===== src/design/multi_servo_pulse_sequencer_assert.svh =====
// ----------------------------------------------------------------------------
// multi_servo_pulse_sequencer assertion macros
// Concurrent assertion shorthands shared by the sequencer RTL; they expand
// to nothing when SYNTH is defined.
// ----------------------------------------------------------------------------
`ifndef MULTI_SERVO_PULSE_SEQUENCER_ASSERT_SVH
`define MULTI_SERVO_PULSE_SEQUENCER_ASSERT_SVH
`ifndef SYNTH
// condition holds at every edge out of reset
`define MSPS_ASSERT_ALWAYS(lbl, clk, rst_n, cond) \
	lbl: assert property (@(posedge clk) disable iff (!rst_n) (cond)) \
		else $error("msps invariant violated");
// consequent holds in the same cycle as the antecedent
`define MSPS_ASSERT_IMPL(lbl, clk, rst_n, ante, cons) \
	lbl: assert property (@(posedge clk) disable iff (!rst_n) (ante) |-> (cons)) \
		else $error("msps implication violated");
// consequent holds in the cycle after the antecedent
`define MSPS_ASSERT_NEXT(lbl, clk, rst_n, ante, cons) \
	lbl: assert property (@(posedge clk) disable iff (!rst_n) (ante) |=> (cons)) \
		else $error("msps next-cycle check violated");
`else
`define MSPS_ASSERT_ALWAYS(lbl, clk, rst_n, cond)
`define MSPS_ASSERT_IMPL(lbl, clk, rst_n, ante, cons)
`define MSPS_ASSERT_NEXT(lbl, clk, rst_n, ante, cons)
`endif
`endif


===== src/design/msps_pkg.sv =====
`timescale 1ns / 1ps
`default_nettype none
// ----------------------------------------------------------------------------
// msps_pkg
// Shared constants, register map, configuration struct and state type of the
// multi-servo pulse sequencer.
// ----------------------------------------------------------------------------
package msps_pkg;

	// channel count and derived slot geometry
	localparam int NUM_CHANNELS = 8;
	localparam int IDLE_SLOT    = NUM_CHANNELS;
	localparam int NUM_SLOTS    = NUM_CHANNELS + 1;
	localparam int CH_W         = (NUM_CHANNELS > 1) ? $clog2(NUM_CHANNELS) : 1;
	localparam int SLOT_AW      = $clog2(NUM_SLOTS);

	// datapath widths
	localparam int VAL_W  = 15;
	localparam int LEN_W  = 16;
	localparam int SUM_W  = 20;
	localparam int PROD_W = VAL_W + LEN_W;

	// apb port
	localparam int APB_AW = 5;
	localparam int APB_DW = 32;

	// command value of a channel never written since reset
	localparam logic [VAL_W-1:0] CV_RESET = 15'd500;

	// register reset values
	localparam logic [14:0] VALUE_MAX_RST   = 15'd1000;
	localparam logic [15:0] PULSE_MIN_RST   = 16'd1800;
	localparam logic [15:0] PULSE_MAX_RST   = 16'd4800;
	localparam logic [15:0] UNIT_Q8_RST     = 16'd768;
	localparam logic [15:0] FRAME_TICKS_RST = 16'd40000;
	localparam logic [7:0]  CH_ENABLE_RST   = 8'hFF;

	// register index, word address = 4 * index
	typedef enum logic [2:0] {
		REG_VALUE_MAX   = 3'd0,
		REG_PULSE_MIN   = 3'd1,
		REG_PULSE_MAX   = 3'd2,
		REG_UNIT_Q8     = 3'd3,
		REG_FRAME_TICKS = 3'd4,
		REG_CH_ENABLE   = 3'd5
	} reg_idx_t;

	// input word kinds carried on tuser
	typedef enum logic [1:0] {
		FUNC_TICK = 2'd0,
		FUNC_SET  = 2'd1,
		FUNC_ADD  = 2'd2
	} func_t;

	// configuration handed from the register file to the sequencer
	typedef struct packed {
		logic [14:0] value_max;
		logic [15:0] pulse_min;
		logic [15:0] pulse_max;
		logic [15:0] unit_q8;
		logic [15:0] frame_ticks;
		logic [7:0]  channel_enable;
	} cfg_t;

	// sequencer control states
	typedef enum logic [3:0] {
		ST_IDLE,
		ST_WR_MOD,
		ST_REC_RD,
		ST_REC_MUL,
		ST_REC_ACC,
		ST_REC_IDLE,
		ST_BND_RD,
		ST_BND_LD,
		ST_OUT
	} state_t;

endpackage
`default_nettype wire


===== src/design/msps_regs.sv =====
`timescale 1ns / 1ps
`default_nettype none
// ----------------------------------------------------------------------------
// msps_regs
// APB configuration register file of the servo pulse sequencer: six
// registers at word addresses, writes in the access phase, zero-wait reads.
// ----------------------------------------------------------------------------
module msps_regs import msps_pkg::*; (
	input  logic              clk,
	input  logic              arst_n,
	input  logic              psel,
	input  logic              penable,
	input  logic              pwrite,
	input  logic [APB_AW-1:0] paddr,
	input  logic [APB_DW-1:0] pwdata,
	output logic [APB_DW-1:0] prdata,
	output logic              pready,
	output cfg_t              cfg
);

	cfg_t       cfg_q;
	logic [2:0] reg_idx;
	logic       wr_en;

	assign pready  = 1'b1;
	assign reg_idx = paddr[4:2];
	assign wr_en   = psel && penable && pwrite && pready;
	assign cfg     = cfg_q;

	// register writes
	always_ff @(posedge clk or negedge arst_n) begin
		if (!arst_n) begin
			cfg_q.value_max      <= VALUE_MAX_RST;
			cfg_q.pulse_min      <= PULSE_MIN_RST;
			cfg_q.pulse_max      <= PULSE_MAX_RST;
			cfg_q.unit_q8        <= UNIT_Q8_RST;
			cfg_q.frame_ticks    <= FRAME_TICKS_RST;
			cfg_q.channel_enable <= CH_ENABLE_RST;
		end else if (wr_en) begin
			case (reg_idx)
				REG_VALUE_MAX:   cfg_q.value_max      <= pwdata[14:0];
				REG_PULSE_MIN:   cfg_q.pulse_min      <= pwdata[15:0];
				REG_PULSE_MAX:   cfg_q.pulse_max      <= pwdata[15:0];
				REG_UNIT_Q8:     cfg_q.unit_q8        <= pwdata[15:0];
				REG_FRAME_TICKS: cfg_q.frame_ticks    <= pwdata[15:0];
				REG_CH_ENABLE:   cfg_q.channel_enable <= pwdata[7:0];
				default: ;
			endcase
		end
	end

	// read mux
	always_comb begin
		case (reg_idx)
			REG_VALUE_MAX:   prdata = {17'd0, cfg_q.value_max};
			REG_PULSE_MIN:   prdata = {16'd0, cfg_q.pulse_min};
			REG_PULSE_MAX:   prdata = {16'd0, cfg_q.pulse_max};
			REG_UNIT_Q8:     prdata = {16'd0, cfg_q.unit_q8};
			REG_FRAME_TICKS: prdata = {16'd0, cfg_q.frame_ticks};
			REG_CH_ENABLE:   prdata = {24'd0, cfg_q.channel_enable};
			default:         prdata = '0;
		endcase
	end

endmodule
`default_nettype wire


===== src/design/multi_servo_pulse_sequencer.sv =====
`timescale 1ns / 1ps
`default_nettype none
// ----------------------------------------------------------------------------
// multi_servo_pulse_sequencer
// Eight-channel RC servo pulse sequencer: runs one channel pulse slot after
// another plus an idle gap per frame, driven by timer tick words.
// ----------------------------------------------------------------------------
// Usage: each input word (tick, set value, add delta; kind on s_tuser) gives
// exactly one output word with the pin levels, running slot, the stored value
// after a write and the overrun flag. One word is in flight at a time: a tick
// that does not end a slot goes straight to output, a channel write reads,
// modifies and writes back the command memory, a slot boundary reads the
// pulse length memory, and the idle-slot boundary after reset or a change of
// command values first runs the recompute loop that takes the eight channels
// through one shared 15x16 multiplier by read, multiply and accumulate steps.
// The output register lets the next word be taken while a result waits.
// No clearing pass after reset: command values read as 500 until written.
// ----------------------------------------------------------------------------
`include "multi_servo_pulse_sequencer_assert.svh"
module multi_servo_pulse_sequencer import msps_pkg::*; (
	input  logic              clk,
	input  logic              arst_n,
	// configuration port
	input  logic              psel,
	input  logic              penable,
	input  logic              pwrite,
	input  logic [APB_AW-1:0] paddr,
	input  logic [APB_DW-1:0] pwdata,
	output logic [APB_DW-1:0] prdata,
	output logic              pready,
	// input words
	input  logic              s_tvalid,
	output logic              s_tready,
	input  logic [23:0]       s_tdata,  // channel[3:0], units[19:4], zero[23:20]
	input  logic [1:0]        s_tuser,  // func[1:0]
	// result words
	output logic              m_tvalid,
	input  logic              m_tready,
	output logic [31:0]       m_tdata   // pins[7:0], slot[11:8],
	                                    // channel_value[26:12], overrun[27]
);

	cfg_t cfg;

	msps_regs u_regs (
		.clk     (clk),
		.arst_n  (arst_n),
		.psel    (psel),
		.penable (penable),
		.pwrite  (pwrite),
		.paddr   (paddr),
		.pwdata  (pwdata),
		.prdata  (prdata),
		.pready  (pready),
		.cfg     (cfg)
	);

	state_t state_q, state_d;

	// item latched at accept
	logic [CH_W-1:0]    ch_q;
	logic signed [15:0] units_q;
	logic               is_add_q;
	logic [SLOT_AW-1:0] slot_q;

	// sequencer state
	logic [SLOT_AW-1:0] next_q;
	logic [SLOT_AW-1:0] running_q;
	logic [LEN_W-1:0]   ticks_q;
	logic               changed_q;
	logic [7:0]         pins_q;
	logic               overrun_q;
	logic [VAL_W-1:0]   cv_q;
	logic [NUM_CHANNELS-1:0] cv_valid_q;

	// recompute loop
	logic [CH_W-1:0]    idx_q;
	logic [SUM_W-1:0]   sum_q;
	logic [PROD_W-1:0]  prod_q;

	// memories
	logic [VAL_W-1:0]   cv_mem [NUM_CHANNELS];
	logic [LEN_W-1:0]   len_mem [NUM_SLOTS];
	logic [VAL_W-1:0]   cv_rdata_q;
	logic               cv_hit_q;
	logic [LEN_W-1:0]   len_rdata_q;

	// output register
	logic               out_valid_q;
	logic [31:0]        out_data_q;

	// strobes
	logic               cv_rd_en, cv_wr_en, len_rd_en, len_wr_en;
	logic [CH_W-1:0]    cv_rd_addr;
	logic [SLOT_AW-1:0] len_wr_addr;
	logic [LEN_W-1:0]   len_wr_data;
	logic               out_load;

	// input decode
	logic               acc;
	logic [3:0]         in_ch;
	logic signed [15:0] in_units;
	logic               ch_ok;
	logic [SLOT_AW-1:0] bnd_slot;
	logic               bnd_rec;

	assign acc      = s_tvalid && s_tready;
	assign in_ch    = s_tdata[3:0];
	assign in_units = $signed(s_tdata[19:4]);
	assign ch_ok    = {1'b0, in_ch} < 5'(NUM_CHANNELS);
	assign bnd_slot = (next_q > SLOT_AW'(IDLE_SLOT)) ? '0 : next_q;
	assign bnd_rec  = (bnd_slot == SLOT_AW'(IDLE_SLOT)) && changed_q;

	// channel write: clamp exact value to 0..value_max
	logic [VAL_W-1:0]   cv_eff;
	logic signed [17:0] v_sum;
	logic [VAL_W-1:0]   cv_new;

	assign cv_eff = cv_hit_q ? cv_rdata_q : CV_RESET;

	always_comb begin
		if (is_add_q) begin
			v_sum = $signed({3'b000, cv_eff}) + $signed({{2{units_q[15]}}, units_q});
		end else begin
			v_sum = $signed({{2{units_q[15]}}, units_q});
		end
		if (v_sum[17]) begin
			cv_new = '0;
		end else if (v_sum > $signed({3'b000, cfg.value_max})) begin
			cv_new = cfg.value_max;
		end else begin
			cv_new = v_sum[VAL_W-1:0];
		end
	end

	// pulse length: truncated scale plus offset, clamped
	logic [23:0]      p_sum;
	logic [LEN_W-1:0] len_calc;
	logic [SUM_W-1:0] sum_next;
	logic             sum_over;
	logic [LEN_W-1:0] idle_len;

	assign p_sum = {1'b0, prod_q[PROD_W-1:8]} + {8'd0, cfg.pulse_min};

	always_comb begin
		if (p_sum > {8'd0, cfg.pulse_max}) begin
			len_calc = (cfg.pulse_max < cfg.pulse_min) ? cfg.pulse_min : cfg.pulse_max;
		end else begin
			len_calc = p_sum[LEN_W-1:0];
		end
	end

	assign sum_next = sum_q + {4'd0, len_calc};
	assign sum_over = sum_q >= {4'd0, cfg.frame_ticks};
	assign idle_len = sum_over ? 16'd1 : (cfg.frame_ticks - sum_q[LEN_W-1:0]);

	// slot start: pin of an enabled channel slot
	logic [7:0] slot_x;
	logic [7:0] pin_set;
	logic [SLOT_AW-1:0] slot_after;

	assign slot_x     = 8'(slot_q);
	assign pin_set    = (slot_x < 8'(IDLE_SLOT) && slot_x < 8'd8 &&
	                     cfg.channel_enable[slot_x[2:0]]) ? (8'd1 << slot_x[2:0]) : 8'd0;
	assign slot_after = (slot_q >= SLOT_AW'(IDLE_SLOT)) ? '0 : slot_q + 1'b1;

	// state register
	always_ff @(posedge clk or negedge arst_n) begin
		if (!arst_n) begin
			state_q <= ST_IDLE;
		end else begin
			state_q <= state_d;
		end
	end

	// next state and memory strobes
	always_comb begin
		state_d     = state_q;
		s_tready    = 1'b0;
		cv_rd_en    = 1'b0;
		cv_rd_addr  = in_ch[CH_W-1:0];
		cv_wr_en    = 1'b0;
		len_rd_en   = 1'b0;
		len_wr_en   = 1'b0;
		len_wr_addr = SLOT_AW'(idx_q);
		len_wr_data = len_calc;
		out_load    = 1'b0;
		case (state_q)
			ST_IDLE: begin
				s_tready = 1'b1;
				cv_rd_en = 1'b1;
				if (acc) begin
					case (s_tuser)
						FUNC_TICK: begin
							if (ticks_q > 16'd1) begin
								state_d = ST_OUT;
							end else if (bnd_rec) begin
								state_d = ST_REC_RD;
							end else begin
								state_d = ST_BND_RD;
							end
						end
						FUNC_SET, FUNC_ADD: begin
							state_d = ch_ok ? ST_WR_MOD : ST_OUT;
						end
						default: state_d = ST_OUT;
					endcase
				end
			end
			ST_WR_MOD: begin
				cv_wr_en = 1'b1;
				state_d  = ST_OUT;
			end
			ST_REC_RD: begin
				cv_rd_en   = 1'b1;
				cv_rd_addr = idx_q;
				state_d    = ST_REC_MUL;
			end
			ST_REC_MUL: begin
				state_d = ST_REC_ACC;
			end
			ST_REC_ACC: begin
				len_wr_en = 1'b1;
				state_d   = (idx_q == CH_W'(NUM_CHANNELS - 1)) ? ST_REC_IDLE : ST_REC_RD;
			end
			ST_REC_IDLE: begin
				len_wr_en   = 1'b1;
				len_wr_addr = SLOT_AW'(IDLE_SLOT);
				len_wr_data = idle_len;
				state_d     = ST_BND_RD;
			end
			ST_BND_RD: begin
				len_rd_en = 1'b1;
				state_d   = ST_BND_LD;
			end
			ST_BND_LD: begin
				state_d = ST_OUT;
			end
			ST_OUT: begin
				if (!out_valid_q || m_tready) begin
					out_load = 1'b1;
					state_d  = ST_IDLE;
				end
			end
			default: state_d = ST_IDLE;
		endcase
	end

	// command value memory, one read port and one write port
	always_ff @(posedge clk) begin
		if (cv_rd_en) begin
			cv_rdata_q <= cv_mem[cv_rd_addr];
			cv_hit_q   <= cv_valid_q[cv_rd_addr];
		end
		if (cv_wr_en) begin
			cv_mem[ch_q] <= cv_new;
		end
	end

	// pulse length memory
	always_ff @(posedge clk) begin
		if (len_rd_en) begin
			len_rdata_q <= len_mem[slot_q];
		end
		if (len_wr_en) begin
			len_mem[len_wr_addr] <= len_wr_data;
		end
	end

	// item and loop payload
	always_ff @(posedge clk) begin
		case (state_q)
			ST_IDLE: begin
				if (acc) begin
					ch_q     <= in_ch[CH_W-1:0];
					units_q  <= in_units;
					is_add_q <= (s_tuser == FUNC_ADD);
					slot_q   <= bnd_slot;
					cv_q     <= '0;
					idx_q    <= '0;
					sum_q    <= '0;
				end
			end
			ST_WR_MOD: cv_q <= cv_new;
			ST_REC_MUL: prod_q <= {16'd0, cv_eff} * {15'd0, cfg.unit_q8};
			ST_REC_ACC: begin
				sum_q <= sum_next;
				idx_q <= idx_q + 1'b1;
			end
			default: ;
		endcase
	end

	// sequencer control state
	always_ff @(posedge clk or negedge arst_n) begin
		if (!arst_n) begin
			next_q     <= SLOT_AW'(IDLE_SLOT);
			running_q  <= SLOT_AW'(IDLE_SLOT);
			ticks_q    <= 16'd1;
			changed_q  <= 1'b1;
			pins_q     <= '0;
			overrun_q  <= 1'b0;
			cv_valid_q <= '0;
		end else begin
			case (state_q)
				ST_IDLE: begin
					if (acc && s_tuser == FUNC_TICK) begin
						if (ticks_q > 16'd1) begin
							ticks_q <= ticks_q - 1'b1;
						end else if (bnd_rec) begin
							changed_q <= 1'b0;
						end
					end
				end
				ST_WR_MOD: begin
					cv_valid_q[ch_q] <= 1'b1;
					changed_q        <= 1'b1;
				end
				ST_REC_IDLE: overrun_q <= sum_over;
				ST_BND_LD: begin
					ticks_q   <= len_rdata_q;
					running_q <= slot_q;
					next_q    <= slot_after;
					pins_q    <= pin_set;
				end
				default: ;
			endcase
		end
	end

	// output register
	always_ff @(posedge clk or negedge arst_n) begin
		if (!arst_n) begin
			out_valid_q <= 1'b0;
		end else if (out_load) begin
			out_valid_q <= 1'b1;
		end else if (m_tready) begin
			out_valid_q <= 1'b0;
		end
	end

	always_ff @(posedge clk) begin
		if (out_load) begin
			out_data_q <= {4'd0, overrun_q, cv_q, 4'(running_q), pins_q};
		end
	end

	assign m_tvalid = out_valid_q;
	assign m_tdata  = out_data_q;

	// checks
	logic [7:0] run_x;
	assign run_x = 8'(running_q);

	`MSPS_ASSERT_NEXT(a_one_item, clk, arst_n, s_tvalid && s_tready, !s_tready)
	`MSPS_ASSERT_ALWAYS(a_pins_onehot, clk, arst_n, $onehot0(pins_q))
	`MSPS_ASSERT_IMPL(a_pin_in_slot, clk, arst_n, pins_q != 8'd0, run_x < 8'(IDLE_SLOT) && pins_q == (8'd1 << run_x[2:0]))
	`MSPS_ASSERT_IMPL(a_idle_fresh, clk, arst_n, state_q == ST_BND_LD && slot_q == SLOT_AW'(IDLE_SLOT), !changed_q)

endmodule
`default_nettype wire


===== config.mk =====
export PLATFORM = sky130hd
export DESIGN_NAME = multi_servo_pulse_sequencer
export DESIGN_NICKNAME = d
export VERILOG_FILES = /design/src/design/msps_pkg.sv /design/src/design/msps_regs.sv /design/src/design/multi_servo_pulse_sequencer.sv
export VERILOG_INCLUDE_DIRS = /design/src /design/src/design
export SDC_FILE = /design/constraint.sdc
export NUM_CORES = 1
export LEC_CHECK = 0
export ABC_AREA = 1
export BUFFER_PORTS_ARGS = -buffer_cell sky130_fd_sc_hd__clkbuf_2
export CORE_MARGIN = 8
export CORE_UTILIZATION = 50
export DETAILED_ROUTE_END_ITERATION = 7
export PLACE_DENSITY = 0.72
export SETUP_SLACK_MARGIN = 0.2
export SYNTH_ARGS = -nofsm -noshare
export SYNTH_HDL_FRONTEND = slang
export SYNTH_SLANG_ARGS = --single-unit

===== constraint.sdc =====
create_clock -name clk -period 14.05 [get_ports clk]
set_clock_uncertainty 0.05 [all_clocks]
set_input_delay 2.81 -clock clk [delete_from_list [all_inputs] [get_ports clk]]
set_output_delay 2.81 -clock clk [all_outputs]
set_load 0.03 [all_outputs]

==> results.toml, run 1 <==
[floorplanning]
start_util_pct = 50.47
rows = 97
die_x_um = 281.7
ios = 137
dieArea_um2 = 79330
core_area_um2 = 69910
chipHeight_um = 281.7

[setup_path]
r2r_slack_ns = 6.74
cp_slowest_cell = "o221ai_1"
worst-r2r-cell-count = 21
crit_required_ns = 11.19
start_kind = "primary input"
critPathCaptureType = "primary output"
crit_chain = "clkbuf_2 > nor3_1 > inv_1 > o221ai_1 > clkbuf_2"
timing.rr.start = "cv_hit_q"
path_class = "primary input to primary output"
reg2reg_to = "prod_q[22]"
crit_top_cell = "clkbuf_2"
critPathArrivalTime_ns = 4.59
critPathMaxStageDelay_ns = 0.66
path_max_fanout = 16

[timing]
fin_crit_sh_pct = 53.00
setup_violations = 0
tightest_slew_ns = 1.145
setup-tns-final_ns = 0
max_freq_mhz = 134.3
slew_headroom_pct = 23.56
hold_violations = 0
setup_ws_ns = 6.603
slew_viol_final = 0
holdWs_ns = 0.3642
fin_crit_ns = 7.447
rsz0062_at_grt = "no"

[synthesis]
synth_cell_types = 54
ys_async_sr_fraction_pct = 24.68
synth_seq_cells = 543
synth_ff_type = "edfxtp_1"
synth-edff-count = 409
synth-seq-area-share_pct = 44.43
yosysWarnings = 0
synth_area_um2 = 35290
syn_area_per_cell_um2 = 9.218
netlist_instances = 3828

[global_route]
antenna_found_initial = 1
grt_pass1_wl_um = 152000
gr-usage-all-layers_pct = 24.66
grt_overflow = 0
grt_pass1_vias = 26550
grt_max_degree = 76

[run]
maxCapViolCount = 0

[power_and_ir_drop]
peakVddDrop_mv = 0.3232
power_density_nw_per_um2 = 232.7
power.leakage_nw = 17.33

[cts]
clock-sinks = 543
clk_pin_slew_ns = 0.06
cts_tree = "yes"
cts_buffers = 57
cts_root_buffer = "clkbuf_16"
cts_resized = 0
cts_max_level = 2
post_cts_buffers = 0
hold_buffers = 0
clk_latency_ns = 0.63
cts_buffer_depth = 3

[placed_design]
dp_worst_setup_slack_ns = 6.727
gp_congestion = 0.9727
dp_hpwl_um = 72430
io_buffers = 93

[finish]
nFillCells = 6138
register_area_um2 = 15680
multiInputGateArea_um2 = 16860
finish.utilization_pct = 55.34
drive_above_1_share_pct = 7.946
synthToLayoutAreaGrowth_pct = 9.645
fin_nets = 4372

[route]
final_antenna_net_count = 0
avgViaCountPerCell = 5.550
vias = 27090
wirelength_um = 97450
wire_per_inst_um = 19.97
first_iter_violations = 2691
drc_errors = 0
drt_pre_antenna_iters = 6

[outcome]
outcome = "complete, no violations"

[hold_path]
hold_path_depth = 0
min_path_type = "flop to flop"
hp-start = "cv_q[10]"
whs_endpoint = "m_tdata[22]"
==> critical path, delay by kind of cell <==
family / cells / cell delay, ns
compound gates: 1 / 0.66
buf+inv: 3 / 0.80
simple gates: 1 / 0.31
==> cells in the final DEF, fill, tap and decap left out, types with 31 or more instances in the layout <==
master / count
edfxtp_1: 409
xor2_1: 36
clkbuf_16: 58
dfstp_2: 33
o21bai_1: 41
o22ai_1: 43
o21ai_0: 341
dfrtp_1: 101
clkbuf_2: 92
ha_1: 229
buf_4: 41
nand2_1: 751
a21oi_1: 154
fa_1: 183
nand3_1: 121
inv_1: 573
nor2_1: 374
a31oi_1: 31
o221ai_1: 45
==> cell usage after synthesis, types with 11 or more instances <==
master | count | share of area [%]
dfrtp_1 | 101 | 7.2
nand2_1 | 751 | 8.0
xnor2_1 | 19 | 0.47
fa_1 | 183 | 10
nor3_1 | 24 | 0.34
nor2_1 | 380 | 4.0
o21ai_0 | 341 | 4.8
and2_1 | 15 | 0.27
clkbuf_1 | 114 | 1.2
a21oi_1 | 154 | 2.2
edfxtp_1 | 409 | 35
o22ai_1 | 43 | 0.76
dfstp_2 | 33 | 2.5
nand4_1 | 22 | 0.39
buf_4 | 23 | 0.49
a221oi_1 | 11 | 0.27
nand3_1 | 121 | 1.7
or2_2 | 15 | 0.27
ha_1 | 229 | 8.1
xor2_1 | 36 | 0.89
a21o_1 | 11 | 0.23
o211ai_1 | 15 | 0.32
inv_1 | 574 | 6.1
a31oi_1 | 31 | 0.55
o221ai_1 | 45 | 1.1
o21bai_1 | 41 | 0.87
==> worst max path at each step <==
stage,end,slack (ns),depth (start not counted),start
3_3_place_gp,prdata[4],6.77,7,paddr[2]
2_1_floorplan,prdata[15],7.13,4,paddr[4]
4_1_cts,prdata[4],6.72,5,paddr[4]
3_5_place_dp,prdata[4],6.73,5,paddr[4]
5_1_grt,prod_q[24],6.39,23,cv_hit_q
6_report,prdata[4],6.60,5,paddr[4]
==> metal layers <==
| metal | routed length, um | up-vias | track usage, % |
|---|---|---|---|
| met3 | 8212 | 231 | 3.847 |
| met2 | 44890 | 1107 | 40.07 |
| met1 | 40340 | 12990 | 33.28 |
| met4 | 4008 | 0 | 9.451 |
| li1 | - | 12760 | - |
| met5 | 0 | - | 0 |
==> flip-flops by register name, summed over array words and instances (netlist names), 20 cells and up <==
signal      flops
u_regs.cfg     87
prod_q         23
m_tdata        28
len_mem       144
sum_q          20
cv_mem        120
==> final cells by class <==
cell class                      instances  area share [%]
Multi-Input combinational cell       2571           43.59
Sequential cell                       543           40.52
Inverter                              583           5.656
Clock buffer                           72           3.965
Tap cell                              940           3.040
Timing Repair Buffer                  134           2.015
Clock inverter                         36           1.200
Antenna cell                            2         0.01294
==> cell families after synthesis <==
kind of cell,synth area share [%]
xor+xnor,1.365
fa+ha+maj,18.50
compound gates,11.87
simple gates,15.72
other cells,0.02128
flops,44.43
buf+inv,8.092
==> through the flow <==
stage	total power, mW	cells	area [um^2]
floorplan	5.780	3847	35360
global placement	7.329	4771	36690
detailed placement	7.388	4771	36690
CTS	8.994	4879	38680
global route	9.748	4879	38680
finish	9.004	4881	38690
==> report_power, final <==
group	total (mW)	internal, mW	switching [mW]
Combinational	5.15	1.72	3.44
Clock	1.58	0.930	0.647
Sequential	2.27	2.13	0.139
Total	9.00	4.78	4.22
No activity file was read; power rests on OpenSTA's default activity.
==> inputs of run 2 (changes only) <==
- clock period: 14.05 -> 7.8 ns (I/O delays scaled with it)
==> results.toml, run 2 (same netlist as run 1, synthesis figures left out) <==
[placed_design]
place_area_um2 = 36720
dp_worst_setup_slack_ns = 0.9751
gp_congestion = 0.9910
io_buffers = 93
dp_hpwl_um = 72980

[global_route]
met2_usage_pct = 40.41
met3_usage_pct = 4.253
gr-usage-all-layers_pct = 24.83
antenna_found_initial = 1
grt_overflow = 0
met1_usage_pct = 33.52
grt_pass1_vias = 26920
grt.busiest_layer = "met2"
grt_pass1_wl_um = 152600
grt_max_degree = 73

[floorplanning]
ios = 137
start_util_pct = 50.47
die_x_um = 281.7
rows = 97
core_area_um2 = 69910
chipHeight_um = 281.7
dieArea_um2 = 79330

[timing]
setup-tns-final_ns = 0
setup_ws_ns = 0.8457
fin_crit_sh_pct = 89.16
max_freq_mhz = 143.8
tightest_slew_ns = 1.159
slew_viol_final = 0
holdWs_ns = 0.3678
setup_violations = 0
fin_crit_ns = 6.954
hold_violations = 0
slew_headroom_pct = 22.66
rsz0062_at_grt = "no"

[route]
drc_errors = 0
final_antenna_net_count = 0
first_iter_violations = 2683
wirelength_um = 98330
drt_pre_antenna_iters = 6
wire_per_inst_um = 20.14
vias = 27270
avgViaCountPerCell = 5.585

[power_and_ir_drop]
pwr-share-comb_pct = 57.2
netSwitchingFraction_pct = 46.64
power_frac_seq_pct = 25.6
peakVddDrop_mv = 0.8240
internal_power_mw = 8.562
p_sw_mw = 7.482
p_clk_share_pct = 17.2
power.leakage_nw = 17.33
power_density_nw_per_um2 = 415.2

[finish]
finish.utilization_pct = 55.28
regMostFlops = "len_mem"
post-route-cell-area_um2 = 38640
synthToLayoutAreaGrowth_pct = 9.514
fin_nets = 4376
most-common-layout-cells = "nand2_1, inv_1, edfxtp_1, nor2_1, o21ai_0"
register_area_um2 = 15680
final_common_cell = "nand2_1"
drive_above_1_share_pct = 7.889
multiInputGateArea_um2 = 16860
largest_reg_flops = 144
nFillCells = 6168

[cts]
post_cts_buffers = 0
cts_resized = 0
clock-sinks = 543
clk_pin_slew_ns = 0.06
cts_root_buffer = "clkbuf_16"
cts_tree = "yes"
cts_max_level = 2
hold_buffers = 0
cts_buffers = 56
clk_latency_ns = 0.64
cts_buffer_depth = 3

[run]
maxCapViolCount = 0

[hold_path]
min_path_type = "flop to flop"

[setup_path]
critPathMaxStageDelay_ns = 0.57
critPathArrivalTime_ns = 7.24
start_kind = "flop"
crit_required_ns = 8.08
path_max_fanout = 13
critPathCaptureType = "flop"
path_class = "flop to flop"
crit_top_cell = "inv_1"
cp_slowest_cell = "fa_1"

[outcome]
outcome = "complete, no violations"
## run 2: cell types whose count changed in the layout (fill, tap and decap cells not counted), sizes merged
cell and delta:
buf +5, clkbuf +3, clkinvlp -3, bufinv -2, clkinv +2, inv -2, diode -1
## run 2: metrics by stage
stage	cells	total power, mW
after global routing	4882	17.39
after CTS	4882	16.06
after floorplan	3847	10.41
after detailed placement	4776	13.25
after global placement	4776	13.13
final	4883	16.04
## run 2: cell type report
cell class,count,area share (%)
Sequential cell,543,40.57
Clock buffer,75,4.057
Tap cell,940,3.044
Multi-Input combinational cell,2571,43.64
Inverter,583,5.663
Timing Repair Buffer,139,2.114
Antenna cell,1,0.006476
Clock inverter,31,0.9034
## run 2: layer usage
| metal | part of all wire, % | vias to the layer above |
|---|---|---|
| met5 | 0.013 | - |
| met4 | 3.7 | 2 |
| met3 | 8.4 | 205 |
| met2 | 46 | 1089 |
| met1 | 41 | 13190 |
| li1 | - | 12780 |
## run 2: final timing paths
kind	slack [ns]	startpoint	end	cells past startpoint
worst max-delay path	0.85	cv_hit_q	prod_q[21]	25
worst min-delay path	0.37	cv_q[6]	m_tdata[18]	0
worst max register to register	0.85	cv_hit_q	prod_q[21]	25
worst min register to register	0.37	cv_q[6]	m_tdata[18]	0
max in group asynchronous	5.37	arst_n	u_regs.cfg[54]	2
min in group asynchronous	0.89	arst_n	pins_q[2]	1
## run 2: worst max-delay path: cells and delay by family, from the launching register on
kind,cells,cell delay [ns]
flip-flops,1,0.55
buffers and inverters,9,1.13
AND/OR/NAND/NOR,8,0.88
adder cells (fa/ha/maj),7,3.63
AO/OA/AOI/OAI,1,0.41
## run 2: power groups by stage
stage,combinational (mW),sequential [mW],clock (mW)
final,9.18,4.10,2.76
after global placement,8.99,4.14,0
after floorplan,6.35,4.06,0
after detailed placement,9.10,4.15,0
after global routing,10.4,4.13,2.90
after CTS,9.18,4.09,2.79
